$ cat config.mk
export PLATFORM = sky130hd
export DESIGN_NAME = lru_page_fault_counter
export DESIGN_NICKNAME = d
export VERILOG_FILES = /design/src/lpfc_pkg.sv /design/src/lpfc_cell.sv /design/src/lru_page_fault_counter.sv
export SDC_FILE = /design/constraint.sdc
export NUM_CORES = 1
export LEC_CHECK = 0
export ABC_AREA = 1
export BUFFER_PORTS_ARGS = -buffer_cell sky130_fd_sc_hd__buf_2
export CELL_PAD_IN_SITES_DETAIL_PLACEMENT = 1
export CELL_PAD_IN_SITES_GLOBAL_PLACEMENT = 2
export CORE_AREA = 2 2 272 274
export DETAILED_ROUTE_END_ITERATION = 16
export DIE_AREA = 0 0 274 276
export HOLD_SLACK_MARGIN = 0.03
export PLACE_DENSITY = 0.89
export SYNTH_ARGS = -nofsm -noshare
export SYNTH_HDL_FRONTEND = slang
export SYNTH_SLANG_ARGS = --single-unit
$ cat constraint.sdc
create_clock -name clk -period 9.6 [get_ports clk]
set_clock_uncertainty 0.1 [all_clocks]
set_input_delay 1.92 -clock clk [delete_from_list [all_inputs] [get_ports clk]]
set_output_delay 1.92 -clock clk [all_outputs]
set_load 0.01 [all_outputs]
$ cat src/lpfc_pkg.sv
// lpfc_pkg: shared constants and types for the lru page fault counter
// no dependencies; used by lpfc_cell and lru_page_fault_counter
package lpfc_pkg;

  localparam int MAX_FRAMES = 16;
  localparam int PAGE_W     = 32;
  localparam int CAP_W      = 5;
  localparam int FCNT_W     = 32;
  localparam int CNT_W      = $clog2(MAX_FRAMES + 1);
  localparam int CMP_W      = (CAP_W > CNT_W) ? CAP_W : CNT_W;
  localparam int OUT_W      = ((1 + FCNT_W + 7) / 8) * 8;

  localparam logic [CAP_W-1:0] CAP_RESET = CAP_W'(4);

  // broadcast control from the top level to every stack cell
  typedef struct packed {
    logic [PAGE_W-1:0] page;     // page being looked up
    logic              hit;      // some cell matched
    logic              room;     // a free frame may be filled
    logic              advance;  // word accepted this cycle
    logic              clear;    // end of run, drop all frames
  } ctl_t;

endpackage

$ cat src/lpfc_cell.sv
// lpfc_cell: one entry of the lru stack, position in chain is recency rank
// depends on lpfc_pkg (ctl_t, PAGE_W)
module lpfc_cell (
  input  logic                         clk,
  input  logic                         rst,
  input  lpfc_pkg::ctl_t               ctl,
  input  logic [lpfc_pkg::PAGE_W-1:0]  prev_page,
  input  logic                         prev_valid,
  input  logic                         next_valid,
  input  logic                         stop_in,
  output logic [lpfc_pkg::PAGE_W-1:0]  page,
  output logic                         valid,
  output logic                         match,
  output logic                         stop_out
);

  logic last_valid;
  logic term;
  logic shift;

  assign match      = valid && (page == ctl.page);
  assign last_valid = valid && !next_valid;
  // shift stops at the hit, at the first free entry, or at the lru entry
  assign term       = match ||
                      (!ctl.hit && ((!valid && ctl.room) || (last_valid && !ctl.room)));
  assign shift      = !stop_in;
  assign stop_out   = stop_in || term;

  always_ff @(posedge clk) begin
    if (rst) begin
      valid <= 1'b0;
    end else if (ctl.advance && ctl.clear) begin
      valid <= 1'b0;
    end else if (ctl.advance && shift) begin
      valid <= prev_valid;
    end
  end

  always_ff @(posedge clk) begin
    if (ctl.advance && shift) begin
      page <= prev_page;
    end
  end

endmodule

$ cat src/lru_page_fault_counter.sv
// lru_page_fault_counter: lru page replacement with a running fault count
// latency: each accepted input word yields its registered output word in the next cycle
// throughput: one word per cycle while the receiver takes output words; lookup and stack shift happen in the same cycle
// reset (rst, synchronous): all frames invalid, counts zero, capacity 4
// end of run (tlast): result carries the total, then frames and count clear
// depends on lpfc_pkg and lpfc_cell
module lru_page_fault_counter (
  input  logic                          clk,
  input  logic                          rst,
  // configuration: capacity register
  input  logic                          cfg_we,
  input  logic [lpfc_pkg::CAP_W-1:0]    cfg_wdata,
  // input stream
  input  logic                          s_axis_tvalid,
  output logic                          s_axis_tready,
  input  logic [lpfc_pkg::PAGE_W-1:0]   s_axis_tdata,   // [31:0] page_number
  input  logic                          s_axis_tlast,   // end_of_sequence
  // output stream
  output logic                          m_axis_tvalid,
  input  logic                          m_axis_tready,
  output logic [lpfc_pkg::OUT_W-1:0]    m_axis_tdata,   // [0] fault, [32:1] fault_count
  output logic                          m_axis_tlast    // run_done
);

  localparam int MAXF = lpfc_pkg::MAX_FRAMES;

  // configuration register, kept across runs
  logic [lpfc_pkg::CAP_W-1:0]  capacity;
  // run state
  logic [lpfc_pkg::CNT_W-1:0]  resident_count;
  logic [lpfc_pkg::FCNT_W-1:0] faults_so_far;
  // output word register
  logic                        out_fault;
  logic [lpfc_pkg::FCNT_W-1:0] out_count;

  logic                        acc;
  lpfc_pkg::ctl_t              ctl;
  logic [lpfc_pkg::CMP_W-1:0]  cap_ext;
  logic [lpfc_pkg::CMP_W-1:0]  cap_eff;
  logic [lpfc_pkg::CMP_W-1:0]  count_ext;
  logic                        hit;
  logic                        room;
  logic [lpfc_pkg::FCNT_W-1:0] faults_next;

  // stack of cells: cell 0 is most recent, valid entries form a prefix
  logic [lpfc_pkg::PAGE_W-1:0] cell_page [MAXF];
  logic [MAXF-1:0]             cell_valid;
  logic [MAXF-1:0]             match_v;
  logic [MAXF:0]               stop;

  always_ff @(posedge clk) begin
    if (rst) begin
      capacity <= lpfc_pkg::CAP_RESET;
    end else if (cfg_we) begin
      capacity <= cfg_wdata;
    end
  end

  // output register frees the input side whenever the word can move on
  assign s_axis_tready = !m_axis_tvalid || m_axis_tready;
  assign acc           = s_axis_tvalid && s_axis_tready;

  // capacity zero acts as one, above the built depth clamps to it
  assign cap_ext   = lpfc_pkg::CMP_W'(capacity);
  assign count_ext = lpfc_pkg::CMP_W'(resident_count);
  always_comb begin
    if (cap_ext == '0) begin
      cap_eff = lpfc_pkg::CMP_W'(1);
    end else if (cap_ext > lpfc_pkg::CMP_W'(MAXF)) begin
      cap_eff = lpfc_pkg::CMP_W'(MAXF);
    end else begin
      cap_eff = cap_ext;
    end
  end

  assign hit  = |match_v;
  assign room = count_ext < cap_eff;

  assign ctl.page    = s_axis_tdata;
  assign ctl.hit     = hit;
  assign ctl.room    = room;
  assign ctl.advance = acc;
  assign ctl.clear   = s_axis_tlast;

  // shift chain: cells up to the stopping cell take their neighbor's entry,
  // cell 0 takes the new page, so a miss when full drops the lru entry
  assign stop[0] = 1'b0;

  genvar gi;
  generate
    for (gi = 0; gi < MAXF; gi++) begin : g_cell
      logic [lpfc_pkg::PAGE_W-1:0] pp;
      logic                        pv;
      logic                        nv;
      if (gi == 0) begin : g_head
        assign pp = s_axis_tdata;
        assign pv = 1'b1;
      end else begin : g_body
        assign pp = cell_page[gi-1];
        assign pv = cell_valid[gi-1];
      end
      if (gi == MAXF - 1) begin : g_tail
        assign nv = 1'b0;
      end else begin : g_mid
        assign nv = cell_valid[gi+1];
      end
      lpfc_cell u_cell (
        .clk        (clk),
        .rst        (rst),
        .ctl        (ctl),
        .prev_page  (pp),
        .prev_valid (pv),
        .next_valid (nv),
        .stop_in    (stop[gi]),
        .page       (cell_page[gi]),
        .valid      (cell_valid[gi]),
        .match      (match_v[gi]),
        .stop_out   (stop[gi+1])
      );
    end
  endgenerate

  // saturating fault count including this reference
  always_comb begin
    faults_next = faults_so_far;
    if (!hit && (faults_so_far != '1)) begin
      faults_next = faults_so_far + lpfc_pkg::FCNT_W'(1);
    end
  end

  always_ff @(posedge clk) begin
    if (rst) begin
      resident_count <= '0;
      faults_so_far  <= '0;
    end else if (acc) begin
      if (s_axis_tlast) begin
        resident_count <= '0;
        faults_so_far  <= '0;
      end else begin
        faults_so_far <= faults_next;
        if (!hit && room) begin
          resident_count <= resident_count + lpfc_pkg::CNT_W'(1);
        end
      end
    end
  end

  always_ff @(posedge clk) begin
    if (rst) begin
      m_axis_tvalid <= 1'b0;
    end else if (acc) begin
      m_axis_tvalid <= 1'b1;
    end else if (m_axis_tready) begin
      m_axis_tvalid <= 1'b0;
    end
  end

  always_ff @(posedge clk) begin
    if (acc) begin
      out_fault    <= !hit;
      out_count    <= faults_next;
      m_axis_tlast <= s_axis_tlast;
    end
  end

  assign m_axis_tdata = lpfc_pkg::OUT_W'({out_count, out_fault});

`ifndef ASSERT_OFF
  // occupied entries always match the residency counter
  a_count_valid: assert property (@(posedge clk) disable iff (rst)
    $countones(cell_valid) == 32'(resident_count))
    else $error("residency count disagrees with valid cells");

  // a page is never resident in two cells
  a_unique: assert property (@(posedge clk) disable iff (rst)
    $onehot0(match_v))
    else $error("page resident in more than one cell");

  // end of run empties the stack and zeroes the count
  a_run_clear: assert property (@(posedge clk) disable iff (rst)
    (acc && s_axis_tlast) |=> (resident_count == '0 && faults_so_far == '0))
    else $error("run state not cleared after end of run");

  // a hit leaves residency unchanged
  a_hit_keep: assert property (@(posedge clk) disable iff (rst)
    (acc && !s_axis_tlast && hit) |=> resident_count == $past(resident_count))
    else $error("residency changed on a hit");
`endif

endmodule

Yosys cells after proc, flatten, opt, wreduce, memory -nomap -nowiden
Cells that the tools add are included.
W data, S select, Z words.
- bits in registers: 605
- output and inout bits: 43
- logic and storage cells: 248
- $add $sub $neg: 2
- magnitude comparators: 2
- equality and inequality tests: 17
- multiplexer cells: 8
- reduce and logical (&&, ||, !) cells: 180
- operator list (cell ; number):
    $eq A32 B32 Y1 ; 16
    $logic_and A1 B1 Y1 ; 95
    $mux W32 ; 2
    $logic_or A1 B1 Y1 ; 45
    $logic_not A1 Y1 ; 34
    $add A32 B1 Y32 const B ; 1
    $ne A32 B32 Y1 const B ; 1
    $mux W5 ; 4
    $reduce_or A16 Y1 ; 1
    $add A5 B1 Y5 const B ; 1
    $gt A5 B5 Y1 const B ; 1
    $logic_not A5 Y1 ; 1
    $lt A5 B5 Y1 ; 1
    $reduce_bool A2 Y1 ; 2
    $mux W1 ; 2
    $reduce_and A2 Y1 ; 1
    $reduce_or A2 Y1 ; 1

Longest topological paths before layout
- depth after elaboration: 25
- mapped depth: 28
- depth with buffers taken out: 26

Cells and area by module
A second synthesis with hierarchy kept.
- cell total of the unflattened synthesis: 4691
- area, all modules: 34998.6 µm²
- by module, submodules not included (module ; times used ; cells an instance ; area each (µm²) ; sequential area each (µm²)):
    lpfc_cell ; 16 ; 253 ; 1906.8 ; 980.9
    lru_page_fault_counter ; 1 ; 643 ; 4489.3 ; 1881.8

Worst setup path before layout
Ideal clock, no wire load.
- path kind: input -> register
- from: input s_axis_tdata[28] in the netlist's numbering
- to: register g_cell[7].u_cell.page[0] in the netlist's numbering (enable)
- setup time: 0.387 ns
- arrival: 6.922 ns
- data required time: 9.113 ns
- slack: 2.191 ns
- cell stages on the path: 21
- path buffers: 2
- path through: buf_4 > inv_2 > buf_2 > nand2_1 > nand2_1 > nand2_1 > nor2_1 > nand2_1 > nor2_1 > nand3_2 > nand2_1 > nor2_1 > nand2_1 > nor2_8 > o211ai_1 > nand3_1 > nor2_2 > inv_1 > nor2_1 > nand2_1 > inv_1
- cells in the longest elaborated chain, start to end: 14
- elaborated cells between the ends (all ways): 56
- those cells by class: eq/ne (16); reduce/logical (40)
- RTL lines (element ; line ; text):
    from (decl) ; lru_page_fault_counter.sv:16 ; input logic [lpfc_pkg::PAGE_W-1:0] s_axis_tdata,
    $eq A32 B32 Y1 ; lpfc_cell.sv:21 ; assign match = valid && (page == ctl.page);
    $logic_and A1 B1 Y1 ; lpfc_cell.sv:21 ;
    $reduce_or A16 Y1 ; lru_page_fault_counter.sv:76 ; assign hit = |match_v;
    $logic_not A1 Y1 ; lpfc_cell.sv:25 ; (!ctl.hit && ((!valid && ctl.room) || (last_valid && !ctl.room)));
    $logic_and A1 B1 Y1 ; lpfc_cell.sv:25 ;
    $logic_or A1 B1 Y1 ; lpfc_cell.sv:24 ; assign term = match ||
    $logic_or A1 B1 Y1 (5 in a row) ; lpfc_cell.sv:27 ; assign stop_out = stop_in || term;
    $logic_or A1 B1 Y1 * ; lpfc_cell.sv:27 ;
    $logic_not A1 Y1 * ; lpfc_cell.sv:26 ; assign shift = !stop_in;
    $logic_and A1 B1 Y1 * ; lpfc_cell.sv:40 ; if (ctl.advance && shift) begin
    to (signal assigned) ; lpfc_cell.sv:41 ; page <= prev_page;
    to (decl) ; lpfc_cell.sv:11 ; output logic [lpfc_pkg::PAGE_W-1:0] page,
Every way passes the cells marked *; elsewhere a longest branch is shown, timed or not.
A chain may end at the register's enable or synchronous reset.

Worst setup path after layout
- from: input s_axis_tdata[22] in the netlist's numbering
- to: register g_cell[15].u_cell.page[7] in the netlist's numbering (enable)
- cells in the longest elaborated chain, start to end: 22
- elaborated cells between the ends (all ways): 80
- those cells by class: eq/ne (16); reduce/logical (64)
- RTL lines (element ; line):
    $eq A32 B32 Y1 ; lpfc_cell.sv:21
    $logic_and A1 B1 Y1 ; lpfc_cell.sv:21
    $reduce_or A16 Y1 ; lru_page_fault_counter.sv:76
    $logic_not A1 Y1 ; lpfc_cell.sv:25
    $logic_and A1 B1 Y1 ; lpfc_cell.sv:25
    $logic_or A1 B1 Y1 ; lpfc_cell.sv:24
    $logic_or A1 B1 Y1 (13 in a row) ; lpfc_cell.sv:27
    $logic_or A1 B1 Y1 * ; lpfc_cell.sv:27
    $logic_not A1 Y1 * ; lpfc_cell.sv:26
    $logic_and A1 B1 Y1 * ; lpfc_cell.sv:40
    to (signal assigned) ; lpfc_cell.sv:41
    to (decl) ; lpfc_cell.sv:11
Marked as above.

==> impl_metrics.py <==
metrics = {
    "floorplanning": {
        "io_pins": 86,
        "rows": 99,
        "fp.dieH_um": 276,
        "die_area_mm2": 0.0756,
        "core_region_area_mm2": 0.0726,
        "die_x_um": 274,
        "start_util": 0.398,
    },
    "sta": {
        "setup_viol": 0,
        "finalHoldWorstSlack_ps": 347,
        "slew_headroom": 0.188,
        "rsz0062_at_grt": "no",
        "layout_worst_path_cycle_share": 0.712,
        "fmax_mhz": 146,
        "layout_setup_ws_ps": 2760,
        "max_slew.worst_pin.slew_ps": 1210,
        "fin_crit_ps": 6840,
        "drv_slew": 0,
        "setup_tns_ps": 0,
        "hold_viol_final": 0,
    },
    "route": {
        "antenna_left": 0,
        "vias": 21700,
        "vias_per_cell": 5.19,
        "wl_per_cell_um": 23.4,
        "drtPass1Iterations": 7,
        "drt_iter0_drc": 1568,
        "drcViolationCount": 0,
        "wirelength_mm": 97.6,
    },
    "logic_synthesis": {
        "synth_fa_ha_area_frac": 0.00260,
        "yosysWarnings": 0,
        "synth_simple_gate_area_frac": 0.215,
        "yosys.area_share.xor_xnor": 0.0475,
        "synth_cells": 3092,
        "synth_compound_area_frac": 0.0494,
        "yosysUniqueCellTypes": 49,
        "syn_area_mm2": 0.0289,
        "yosysSeqAreaShare": 0.608,
        "avgSynthCellArea_um2": 9.35,
        "synth_top_family_by_area": "simple AND/OR/NAND/NOR gates",
        "synth_mux_area_frac": 0.000390,
        "synth_ff_type": "edfxtp_1",
        "async_reset_ff_frac": 0,
        "synth_edf_count": 546,
        "ys_ff_latch": 605,
    },
    "cts": {
        "ctsHtreeMaxLevel": 3,
        "cts_tree": "built",
        "ctsResizeCount": 0,
        "clock-sinks": 605,
        "clk_latency_ps": 630,
        "clockBufferDepth": 3,
        "cts_buffers": 69,
        "cts_setup_buffers": 0,
        "root_buffer": "clkbuf_16",
        "cts_hold_buf": 0,
        "path_clk_slew_ps": 60,
    },
    "grt": {
        "grt.busiest_layer": "met2",
        "grt_pass1_wl_mm": 145,
        "grt_util_met1": 0.303,
        "grtUsageTotal": 0.260,
        "grt_pass1_vias": 23600,
        "grt-ovfl-total": 0,
        "grt.met2_usage": 0.455,
        "antenna_found_initial": 2,
        "grt_max_degree": 70,
        "use_met3": 0.0286,
    },
    "power_and_ir_drop": {
        "p_leak_uw": 0.0131,
        "p_per_area_mw_per_mm2": 184,
        "ir_drop_v": 0.000162,
        "power.total_uw": 5940,
    },
    "min_path": {
        "holdPathStages": 0,
        "min_from": "g_cell[7].u_cell.page[4]$_DFFE_PP_",
        "hold_path_end": "g_cell[8].u_cell.page[4]$_DFFE_PP_",
        "min-delay-path-class": "reg -> reg",
    },
    "critical_path": {
        "crit_start": "s_axis_tdata[22]",
        "rr_worst_depth": 18,
        "crit_arrival_ps": 6980,
        "r2r-end": "g_cell[15].u_cell.page[7]$_DFFE_PP_",
        "rrSetupSlack_ps": 4280,
        "crit_fanout": 35,
        "path_class": "in -> reg",
        "critical_path.startpoint_type": "primary input",
        "required_ps": 9750,
        "crit_path_end_kind": "flip-flop",
        "r2r_start": "cap_ext[0]$_SDFFE_PP0P_",
    },
    "finish": {
        "drive_gt1_frac": 0.0804,
        "area_growth_pct": 11.8,
        "final_util": 0.445,
        "nets": 3218,
    },
    "status": {
        "status": "finished clean",
    },
    "placement": {
        "gp_congestion": 0.967,
        "dp_hpwl_mm": 74.6,
        "dp_slack_ps": 2330,
        "port_buffers": 78,
    },
    "job": {
        "max_cap_violations": 0,
    },
}
## worst max-delay path, stage by stage
cell and delay [ps]:
buf_2 70, buf_4 450, inv_1 410, nand2_1 140, o21ai_0 150, nor2_1 160
nand2_1 80, nor2_1 330, nand3_1 130, nor2_1 440, nor2_1 80, nand2_1 140
nor2_4 60, nand2_4 150, o21ai_1 160, a211oi_2 220, nand2_1 180, nor2_4 180
nand3_4 150, nor2_4 110, buf_4 480, nand2_1 190, inv_1 90, buf_4 420
## layout by cell type (no fill, tap or decap), types with 5 or more instances in the layout
cell	instances
nand2_1	1054
edfxtp_1	546
inv_1	387
nor2_1	310
xnor2_1	133
o21ai_0	116
buf_2	78
clkbuf_16	70
a21oi_1	69
dfxtp_1	59
nand3_1	58
o21ai_1	54
nand4_1	38
inv_2	30
xor2_1	22
buf_4	20
clkbuf_1	17
clkinv_1	16
o211ai_1	13
or2_0	12
or2_1	11
nor2_4	10
nor2_2	9
conb_1	7
bufinv_16	7
a211oi_1	6
or2_2	6
o22ai_1	6
nor3_1	6
ha_1	6
clkinv_2	5
## synth_stat cells (all sizes together), types with 23 or more instances
library cell     n  share of area
nand2         1056           0.14
edfxtp         546           0.57
inv            417          0.054
nor2           330          0.046
o21ai          170          0.029
xnor2          133          0.040
buf             85          0.020
a21oi           69          0.012
nand3           62          0.012
dfxtp           59          0.041
nand4           42          0.011
or2             29         0.0063
xor2            23         0.0072
## area by class of cell
cell class	instances	area (µm²)
clock buffers	90	1860
fillers	8391	40300
multi-input cells	1976	9170
flip-flops and latches	605	17600
diodes	1	2.50
well taps	959	1200
inverters	419	1570
repair buffers	98	541
clock inverters	32	385
## report_power, final
part / internal [µW] / leakage, µW / switching, µW
Combinational: 93.8 / 0.00656 / 282
Clock: 1560 / 0.00109 / 1110
Sequential: 2880 / 0.00545 / 20.4
## worst max path at each step
stage                                                      end  slack [ps]  depth (start not counted)
after floorplan             g_cell[7].u_cell.page[0]$_DFFE_PP_        2190                         21
after global placement    g_cell[15].u_cell.page[17]$_DFFE_PP_        2390                         24
after detailed placement  g_cell[15].u_cell.page[17]$_DFFE_PP_        2330                         24
after CTS                  g_cell[15].u_cell.page[7]$_DFFE_PP_        2940                         24
after global routing        g_cell[7].u_cell.page[4]$_DFFE_PP_        2590                         20
final                      g_cell[15].u_cell.page[7]$_DFFE_PP_        2760                         24
## routing by layer
| metal | vias to the layer above | wire, µm |
|---|---|---|
| li1 | 10000 | - |
| met1 | 10700 | 37700 |
| met2 | 646 | 49000 |
| met3 | 244 | 4320 |
| met4 | 0 | 6680 |
| met5 | - | 0 |
## metrics by stage
step | std cells | area, µm²
global route | 4180 | 32300
global placement | 4057 | 30100
detailed placement | 4057 | 30100
floorplan | 3098 | 28900
finish | 4180 | 32300
CTS | 4179 | 32300
## kinds of logic after synthesis
family / after synthesis
AOI/OAI and AO/OA: 270
xor gates and xnor gates: 156
adders and majority gates: 6
buffers and inverters: 517
DFF: 605
muxes: 1
other: 1
and+or+nand+nor: 1536
## registers in the layout (all words and copies together), names as in the netlist
register / count
m_axis_tvalid: 1
g_cell.u_cell.page: 512
m_axis_tlast: 1
cap_ext: 5
g_cell.u_cell.valid: 16
out_count: 32
count_ext: 5
faults_so_far: 32
out_fault: 1
(Power assumes the default switching activity.)
